**config.mk**
```make
export PLATFORM = sky130hd
export DESIGN_NAME = shift_jis_euc_jp_converter_unit
export DESIGN_NICKNAME = d
export VERILOG_FILES = /design/src/rtl/sjec_pkg.sv /design/src/rtl/sjec_front.sv /design/src/rtl/sjec_queue.sv /design/src/rtl/sjec_back.sv /design/src/rtl/shift_jis_euc_jp_converter_unit.sv
export VERILOG_INCLUDE_DIRS = /design/src /design/src/rtl
export SDC_FILE = /design/constraint.sdc
export NUM_CORES = 1
export LEC_CHECK = 0
export BUFFER_PORTS_ARGS = -buffer_cell sky130_fd_sc_hd__buf_4
export CORE_MARGIN = 2
export CORE_UTILIZATION = 56
export DETAILED_ROUTE_END_ITERATION = 10
export GPL_TIMING_DRIVEN = 1
export HOLD_SLACK_MARGIN = 0.06
export PLACE_DENSITY = 0.73
export SLEW_MARGIN = 15
export SYNTH_ARGS = -nofsm -noshare
export SYNTH_HDL_FRONTEND = slang
export SYNTH_HIERARCHICAL = 1
export SYNTH_SLANG_ARGS = --single-unit
```
**constraint.sdc**
```tcl
create_clock -name clk -period 3.3 [get_ports clk]
set_input_delay 0.33 -clock clk [delete_from_list [all_inputs] [get_ports clk]]
set_output_delay 0.33 -clock clk [all_outputs]
set_load 0.01 [all_outputs]
```
**src/rtl/shift_jis_euc_jp_converter_unit_assert.svh**
```systemverilog
// Assertion macros for the SJIS / EUC-JP converter.
// Both expect a clock named clk and a synchronous reset named rst in scope.
`ifndef SHIFT_JIS_EUC_JP_CONVERTER_UNIT_ASSERT_SVH
`define SHIFT_JIS_EUC_JP_CONVERTER_UNIT_ASSERT_SVH

// The expression holds at every clock edge outside reset.
`define SJEC_ASSERT_ALWAYS(lbl, expr, msg) \
  lbl: assert property (@(posedge clk) disable iff (rst) (expr)) else $error(msg);

// When the first expression holds, the second holds in the following cycle.
`define SJEC_ASSERT_NEXT(lbl, ante, cons, msg) \
  lbl: assert property (@(posedge clk) disable iff (rst) (ante) |=> (cons)) else $error(msg);

`endif

```
**src/rtl/sjec_pkg.sv**
```systemverilog
package sjec_pkg;

  // Configuration register indexes.
  localparam logic [1:0] REG_CONVERT_ENABLE = 2'd0;
  localparam logic [1:0] REG_DIRECTION      = 2'd1;

  // Queue between the classifier and the output sequencer.
  localparam int unsigned QUEUE_DEPTH = 4;
  localparam int unsigned QUEUE_PTR_W = $clog2(QUEUE_DEPTH);
  localparam int unsigned QUEUE_CNT_W = $clog2(QUEUE_DEPTH + 1);

  // Byte constants of the two encodings.
  localparam logic [7:0] SJIS_LEAD1_LO = 8'h81;
  localparam logic [7:0] SJIS_LEAD1_HI = 8'h9f;
  localparam logic [7:0] SJIS_LEAD2_LO = 8'he0;
  localparam logic [7:0] SJIS_LEAD2_HI = 8'hef;
  localparam logic [7:0] KANA_LO       = 8'ha1;
  localparam logic [7:0] KANA_HI       = 8'hdf;
  localparam logic [7:0] EUC_SS2       = 8'h8e;

  // What the classifier holds between two input items.
  typedef enum logic [1:0] {
    HELD_NONE = 2'd0,
    HELD_LEAD = 2'd1,
    HELD_KANA = 2'd2
  } held_kind_t;

  // One queued job: one or two result bytes.
  typedef struct packed {
    logic [7:0] b0;
    logic [7:0] b1;
    logic       two;
    logic       err;
  } sjec_entry_t;

  typedef struct packed {
    logic                   full;
    logic                   empty;
    logic [QUEUE_CNT_W-1:0] count;
  } queue_status_t;

endpackage

```
**src/rtl/sjec_front.sv**
```systemverilog
module sjec_front (
  input  logic                 clk,
  input  logic                 rst,
  input  logic                 cfg_we,
  input  logic [1:0]           cfg_index,
  input  logic                 cfg_data,
  input  logic                 in_valid,
  output logic                 in_ready,
  input  logic [7:0]           in_byte,
  input  logic                 queue_full,
  output logic                 push,
  output sjec_pkg::sjec_entry_t push_entry
);

  logic                 convert_enable;
  logic                 direction;
  sjec_pkg::held_kind_t held_kind, held_kind_next;
  logic [7:0]           held_lead, held_lead_next;
  logic                 accept;
  logic                 cfg_hit;
  logic                 produce;

  // SJIS to EUC-JP pair arithmetic, all modulo 256.
  logic [7:0] se_h1, se_h2, se_hi, se_l1, se_lo;
  // EUC-JP to SJIS pair arithmetic.
  logic [8:0] es_hsum;
  logic [7:0] es_hhalf, es_hi, es_l7, es_lt, es_lo;

  assign in_ready = !queue_full;
  assign accept   = in_valid && in_ready;
  assign cfg_hit  = cfg_we && (cfg_index == sjec_pkg::REG_CONVERT_ENABLE ||
                               cfg_index == sjec_pkg::REG_DIRECTION);
  assign push     = accept && produce;

  always_comb begin
    se_h1 = (held_lead > sjec_pkg::SJIS_LEAD1_HI) ? held_lead - 8'h40 : held_lead;
    se_h2 = {se_h1[6:0], 1'b0};
    if (in_byte <= 8'h9e) begin
      se_hi = se_h2 - 8'he1;
      se_l1 = (in_byte >= 8'h80) ? in_byte - 8'h01 : in_byte;
      se_lo = se_l1 - 8'h1f;
    end else begin
      se_hi = se_h2 - 8'he0;
      se_l1 = in_byte;
      se_lo = in_byte - 8'h7e;
    end

    es_hsum  = {2'b00, held_lead[6:0]} + 9'h0e1;
    es_hhalf = es_hsum[8:1];
    es_hi    = (es_hhalf > 8'h9f) ? es_hhalf + 8'h40 : es_hhalf;
    es_l7    = {1'b0, in_byte[6:0]};
    es_lt    = es_l7 + 8'h1f;
    if (held_lead[0]) begin
      es_lo = (es_lt > 8'h7e) ? es_lt + 8'h01 : es_lt;
    end else begin
      es_lo = es_l7 + 8'h7e;
    end
  end

  // Classification of the incoming byte against the held state.
  always_comb begin
    held_kind_next  = sjec_pkg::HELD_NONE;
    held_lead_next  = 8'h00;
    produce         = 1'b1;
    push_entry.b0   = in_byte;
    push_entry.b1   = 8'h00;
    push_entry.two  = 1'b0;
    push_entry.err  = 1'b0;
    if (!convert_enable) begin
      produce = 1'b1;
    end else if (!direction) begin
      case (held_kind)
        sjec_pkg::HELD_LEAD: begin
          push_entry.b0  = se_hi | 8'h80;
          push_entry.b1  = se_lo | 8'h80;
          push_entry.two = 1'b1;
        end
        default: begin
          if (!in_byte[7]) begin
            produce = 1'b1;
          end else if (in_byte inside {[sjec_pkg::SJIS_LEAD1_LO:sjec_pkg::SJIS_LEAD1_HI],
                                       [sjec_pkg::SJIS_LEAD2_LO:sjec_pkg::SJIS_LEAD2_HI]}) begin
            produce        = 1'b0;
            held_kind_next = sjec_pkg::HELD_LEAD;
            held_lead_next = in_byte;
          end else if (in_byte inside {[sjec_pkg::KANA_LO:sjec_pkg::KANA_HI]}) begin
            push_entry.b0  = sjec_pkg::EUC_SS2;
            push_entry.b1  = in_byte;
            push_entry.two = 1'b1;
          end else begin
            push_entry.b0  = 8'h00;
            push_entry.err = 1'b1;
          end
        end
      endcase
    end else begin
      case (held_kind)
        sjec_pkg::HELD_KANA: begin
          push_entry.b0 = in_byte | 8'h80;
        end
        sjec_pkg::HELD_LEAD: begin
          push_entry.b0  = es_hi;
          push_entry.b1  = es_lo;
          push_entry.two = 1'b1;
        end
        default: begin
          if (!in_byte[7]) begin
            produce = 1'b1;
          end else if (in_byte == sjec_pkg::EUC_SS2) begin
            produce        = 1'b0;
            held_kind_next = sjec_pkg::HELD_KANA;
          end else begin
            produce        = 1'b0;
            held_kind_next = sjec_pkg::HELD_LEAD;
            held_lead_next = in_byte;
          end
        end
      endcase
    end
  end

  always_ff @(posedge clk) begin
    if (rst) begin
      convert_enable <= 1'b0;
      direction      <= 1'b0;
      held_kind      <= sjec_pkg::HELD_NONE;
      held_lead      <= 8'h00;
    end else if (cfg_we) begin
      if (cfg_index == sjec_pkg::REG_CONVERT_ENABLE) begin
        convert_enable <= cfg_data;
      end
      if (cfg_index == sjec_pkg::REG_DIRECTION) begin
        direction <= cfg_data;
      end
      if (cfg_hit) begin
        held_kind <= sjec_pkg::HELD_NONE;
        held_lead <= 8'h00;
      end
    end else if (accept) begin
      held_kind <= held_kind_next;
      held_lead <= held_lead_next;
    end
  end

endmodule

```
**src/rtl/sjec_queue.sv**
```systemverilog
module sjec_queue (
  input  logic                    clk,
  input  logic                    rst,
  input  logic                    push,
  input  sjec_pkg::sjec_entry_t   push_entry,
  input  logic                    pop,
  output sjec_pkg::sjec_entry_t   head,
  output sjec_pkg::queue_status_t status
);

  sjec_pkg::sjec_entry_t                 slots [sjec_pkg::QUEUE_DEPTH];
  logic [sjec_pkg::QUEUE_PTR_W-1:0]      wr_ptr;
  logic [sjec_pkg::QUEUE_PTR_W-1:0]      rd_ptr;
  logic [sjec_pkg::QUEUE_CNT_W-1:0]      count;

  assign head         = slots[rd_ptr];
  assign status.count = count;
  assign status.empty = (count == '0);
  assign status.full  = (count == sjec_pkg::QUEUE_CNT_W'(sjec_pkg::QUEUE_DEPTH));

  always_ff @(posedge clk) begin
    if (push) begin
      slots[wr_ptr] <= push_entry;
    end
  end

  always_ff @(posedge clk) begin
    if (rst) begin
      wr_ptr <= '0;
      rd_ptr <= '0;
      count  <= '0;
    end else begin
      if (push) begin
        wr_ptr <= wr_ptr + 1'b1;
      end
      if (pop) begin
        rd_ptr <= rd_ptr + 1'b1;
      end
      if (push && !pop) begin
        count <= count + 1'b1;
      end else if (pop && !push) begin
        count <= count - 1'b1;
      end
    end
  end

endmodule

```
**src/rtl/sjec_back.sv**
```systemverilog
module sjec_back (
  input  logic                  clk,
  input  logic                  rst,
  input  logic                  queue_empty,
  input  sjec_pkg::sjec_entry_t head,
  output logic                  pop,
  output logic                  out_valid,
  input  logic                  out_ready,
  output logic [7:0]            out_byte,
  output logic                  last,
  output logic                  error
);

  sjec_pkg::sjec_entry_t cur;
  logic                  cur_valid;
  logic                  phase;
  logic                  done;

  assign out_valid = cur_valid;
  assign out_byte  = phase ? cur.b1 : cur.b0;
  assign last      = phase || !cur.two;
  assign error     = cur.err;

  // The current job ends when its last byte is taken.
  assign done = cur_valid && out_ready && last;
  assign pop  = !queue_empty && (!cur_valid || done);

  always_ff @(posedge clk) begin
    if (pop) begin
      cur <= head;
    end
  end

  always_ff @(posedge clk) begin
    if (rst) begin
      cur_valid <= 1'b0;
      phase     <= 1'b0;
    end else if (pop) begin
      cur_valid <= 1'b1;
      phase     <= 1'b0;
    end else if (done) begin
      cur_valid <= 1'b0;
      phase     <= 1'b0;
    end else if (cur_valid && out_ready) begin
      phase <= 1'b1;
    end
  end

endmodule

```
**src/rtl/shift_jis_euc_jp_converter_unit.sv**
```systemverilog
// SJIS / EUC-JP byte-stream converter. One source byte is taken per cycle on the
// in_valid/in_ready channel and turned into zero, one or two result items on the
// out_valid/out_ready channel; last marks the final item caused by an input byte, and
// error marks an invalid SJIS high byte, which yields a single zero byte. A lead
// byte gives no item of its own: it is held until its trail byte arrives. Register 0
// (convert_enable) selects pass-through or conversion, register 1 (direction) selects
// SJIS to EUC-JP (0) or EUC-JP to SJIS (1); a write to either clears any held
// lead byte, and writes are expected only while the block is idle. Input bytes are
// accepted at one per cycle as long as the four-entry job queue has room; the output
// sequencer drains one result item per cycle while out_ready is high, so a long run of
// characters that expand to two bytes fills the queue and then holds in_ready low
// until the queue has room again. The first result item of an input byte is written
// into the job queue and then loaded into the sequencer's current-job register before
// it is presented on the out_valid/out_ready channel.
module shift_jis_euc_jp_converter_unit (
  input  logic       clk,
  input  logic       rst,
  input  logic       cfg_we,
  input  logic [1:0] cfg_index,
  input  logic       cfg_data,
  input  logic       in_valid,
  output logic       in_ready,
  input  logic [7:0] in_byte,
  output logic       out_valid,
  input  logic       out_ready,
  output logic [7:0] out_byte,
  output logic       last,
  output logic       error
);

  `include "shift_jis_euc_jp_converter_unit_assert.svh"

  sjec_pkg::sjec_entry_t   push_entry;
  sjec_pkg::sjec_entry_t   head;
  sjec_pkg::queue_status_t queue_stat;
  logic                    push;
  logic                    pop;
  logic                    err_item_ok;
  logic                    queue_in_bounds;
  logic                    first_of_pair;

  // The classifier keeps the configuration and the held lead byte, and pushes one
  // job per input byte that produces output.
  sjec_front u_front (
    .clk        (clk),
    .rst        (rst),
    .cfg_we     (cfg_we),
    .cfg_index  (cfg_index),
    .cfg_data   (cfg_data),
    .in_valid   (in_valid),
    .in_ready   (in_ready),
    .in_byte    (in_byte),
    .queue_full (queue_stat.full),
    .push       (push),
    .push_entry (push_entry)
  );

  // The queue lets the input keep flowing while the output side is stalled.
  sjec_queue u_queue (
    .clk        (clk),
    .rst        (rst),
    .push       (push),
    .push_entry (push_entry),
    .pop        (pop),
    .head       (head),
    .status     (queue_stat)
  );

  // The sequencer holds the current job and emits its one or two bytes.
  sjec_back u_back (
    .clk         (clk),
    .rst         (rst),
    .queue_empty (queue_stat.empty),
    .head        (head),
    .pop         (pop),
    .out_valid   (out_valid),
    .out_ready   (out_ready),
    .out_byte    (out_byte),
    .last        (last),
    .error       (error)
  );

  assign err_item_ok     = !(out_valid && error) || (out_byte == 8'h00 && last);
  assign queue_in_bounds = queue_stat.count <= sjec_pkg::QUEUE_CNT_W'(sjec_pkg::QUEUE_DEPTH);
  assign first_of_pair   = out_valid && out_ready && !last;

  // An error item is always a single zero byte.
  `SJEC_ASSERT_ALWAYS(a_err_single, err_item_ok, "error item must be a lone zero byte")

  // The queue never holds more jobs than it has slots.
  `SJEC_ASSERT_ALWAYS(a_queue_bound, queue_in_bounds, "queue count beyond depth")

  // Once the first byte of a pair is taken, the second follows at once.
  `SJEC_ASSERT_NEXT(a_pair_follow, first_of_pair, out_valid && !error, "pair second byte missing")

endmodule
```
==> results.toml <==
[timing]
grt_setup_unrepaired = "false"
maxSlewViolCount = 0
timing.final.crit_share_pct = 89.7
achievable-frequency_ghz = 0.338
final-hold-violation-count = 0
timing.slew.headroom_pct = 39.6
period_needed_ns = 2.96
setup_ws_ns = 0.339
clock_skew_ns = 0.0116
setup_viol = 0
max_slew.worst_pin.slew_ns = 0.897

[place]
port_buffers = 27
dp.cells = 696
dp_slack_ns = 0.00468
placement_cell_area_um2 = 6700
place.gp.congestion = 0.994
place.detailed.hpwl_um = 11100

[power_and_ir_drop]
seq_power_share_pct = 51.1
switching_share_pct = 29.0
design_power_total_uw = 3830
peakVddDrop_v = 0.000609
p_switching_uw = 1110
share_clk_of_total_power_pct = 21.3
internal_power_uw = 2720
power.combinational.fraction_pct = 27.5
leakagePower_uw = 0.00244
power_density_nw_per_um2 = 554

[cts]
clock_insertion_delay_at_the_later_pin_of_the_skew_report_ns = 0.37
numClockSinks = 112
htree_num_levels = 3
cts_hold_repair.buffers = 0
clock_tree.root_cell = "clkbuf_8"
postCtsSetupBuffers = 0
cts-root-to-sink-buffers = 2
clk_pin_slew_worst_paths_ns = 0.09
cts.repair.resized = 0
cts_buffers = 9
tritoncts_clock_tree = "yes"

[finish]
area_growth_pct = 10.2
layoutNonFillerInstCount = 712
layout_cells_sized_above_1_pct = 19.1
numnets_final = 604
number_of_diodes = 0
post-route-cell-area_um2 = 6900

[synthesis]
avgSynthCellArea_um2 = 11.8
ys.flop_type = "edfxtp_1"
yosysMostFrequentCell = "edfxtp_1"
number_of_flip_flops_and_latches_in_the_synthesized_netlist = 112
synth_async_sr_flop_share_pct = 0
syn_area_um2 = 6270
synth_fp_nets = 569
synth-edff-count = 90
post_synth_cell_types = 80
synth.area.top_cells = "edfxtp_1 43%, dfxtp_1 7.0%, ha_1 4.0%"
synthesis.yosys.warnings = 6
yosys.area.top_type_share_pct = 43.1
synth.largest_area_cell = "edfxtp_1"
synth_commonest_cells = "90 x edfxtp_1, 45 x nor2_1, 33 x nand2_1, 25 x a21oi_1, 24 x o21ai_0"
seq_area_frac_synth_pct = 50.1
synthesis.instances = 532

[routing]
post_drt_wl_per_cell_um = 21.4
vias_per_cell = 6.42
dr.pass1.iters = 5
detail_route.wirelength_um = 15300
route.vias.total = 4571
antenna_violating_nets_post_route = 0
detailedRoute.firstIterationViolations = 394
remaining_drc_errors = 0

[worst_setup_path]
path_cells = "buf_4, inv_1, ha_1, and3b_1, a21o_1, mux2i_1, ha_1, nand2_1, mux2i_1, buf_4, o211a_1, nor4_1, buf_4"
worst-endpoint-arrival_ns = 3.20
crit_path_max_fanout = 5
start_to_end_type_of_the_worst_setup_path = "input port to flip-flop"
slowest_stage = "nor4_1"
cp_common_cell = "buf_4"
ff2ff_setup_slack_ns = 0.53
worst_ep_required_time_ns = 3.54
critical-path-max-stage-delay_ns = 0.55
kind_of_end_point_of_the_critical_path = "flip-flop"
critical_path.startpoint_type = "input port"

[global_route]
grt_start_max_net_pins = 22
grt_use_total_pct = 26.5
via_count_of_the_first_global_routing_pass = 4485
grt_overflow = 0
grt_first_pass_wirelength_um = 23500
antenna_found_initial = 0

[floorplan]
die_height_um = 110
coreArea_um2 = 10900
fp.dieW_um = 110
num_rows = 38
number_of_primary_i_o_pins = 28
floorplan.initialDensity_pct = 57.6
design.die.area_um2 = 12100

[status]
status = "complete, no violations"

[flow_run]
maxCapViolations = 0

[hold_path]
hp-class = "input port to flip-flop"
## power by group through the flow
stage	Sequential (uW)	Combinational, uW	Clock, uW
detailed placement	2000	1060	0
CTS	1960	1060	838
global route	1990	1160	895
floorplan	1940	751	0
global placement	1980	1040	0
finish	1960	1050	817
## critical path: cells and delay by family
family,cells,cell delay [ns]
AOI/OAI and AO/OA,2,0.47
adders and majority gates,2,0.57
buffers and inverters,4,0.69
muxes,2,0.21
and+or+nand+nor,3,0.93
## cells by family (layout without fill, tap and decap cells)
| logic type | Yosys count | count (layout) | share of synthesized area, % |
|---|---|---|---|
| and+or+nand+nor | 154 | 154 | 12.8 |
| AOI/OAI and AO/OA | 128 | 128 | 14.9 |
| DFF | 112 | 112 | 50.1 |
| buffers and inverters | 53 | 93 | 3.95 |
| muxes | 35 | 35 | 9.92 |
| xor gates and xnor gates | 29 | 29 | 4.05 |
| adders and majority gates | 21 | 21 | 4.31 |
## sequential cells by signal, indices dropped and copies added, names as in the netlist, named ones only
signal	cells
u_queue/rd_ptr	2
u_back/error	1
u_queue/wr_ptr	2
u_queue/slots	72
u_back/cur	17
u_front/convert_enable	1
u_queue/count	3
u_back/out_valid	1
u_front/direction	1
u_front/held_kind	2
u_back/phase	1
u_front/held_lead	7
## worst paths after layout
check                                                       start                       endpoint  depth (start not counted)
worst max-delay path                                   in_byte[2]  u_queue/slots[0][4]$_DFFE_PP_                         13
worst min-delay path                                    out_ready  u_back/out_valid$_SDFFE_PP0P_                          2
worst max register to register  u_front/held_kind[0]$_SDFFE_PP0P_  u_queue/count[2]$_SDFFE_PP0P_                         12
worst min register to register      u_queue/count[2]$_SDFFE_PP0P_  u_queue/count[2]$_SDFFE_PP0P_                          2
## layout make-up
class / instances / area, um^2
repair buffers: 56 / 420
flip-flops and latches: 112 / 3140
clock inverters: 5 / 65.1
inverters: 21 / 78.8
well taps: 140 / 175
fillers: 835 / 3980
clock buffers: 11 / 141
multi-input cells: 367 / 2880
## layout by cell type, fill, tap and decap left out, types with 8 or more instances in the layout
master	synthesis	layout
xnor2_1	19	19
nand3_1	16	16
ha_1	20	20
nor2_1	45	45
mux2_2	9	9
dfxtp_1	22	22
mux4_2	10	10
inv_1	21	21
a21oi_1	25	24
mux4_1	8	8
nor3_1	9	9
xor2_1	10	10
nand2_1	33	33
edfxtp_1	90	90
clkbuf_8	0	10
o21ai_0	24	24
buf_4	0	56
## through the flow
step / hold WS, ns / utilization (%) / setup TNS [ns]
5_1_grt: 0.160 / 63.4 / 0
3_5_place_dp: 0.507 / 61.5 / 0
4_1_cts: 0.166 / 63.4 / 0
2_1_floorplan: 0.399 / - / 0
3_3_place_gp: 0.481 / 61.5 / -0.306
6_report: 0.180 / 63.4 / 0
## layer usage
| layer | routed length [um] | GRT usage [%] | up-vias |
|---|---|---|---|
| met5 | 0 | 0 | - |
| met4 | 553 | 12.9 | 0 |
| met3 | 889 | 5.63 | 47 |
| met2 | 7500 | 43.4 | 179 |
| met1 | 6320 | 33.3 | 2225 |
| li1 | - | - | 2120 |
Note: power is estimated with default switching activity, not from simulation.
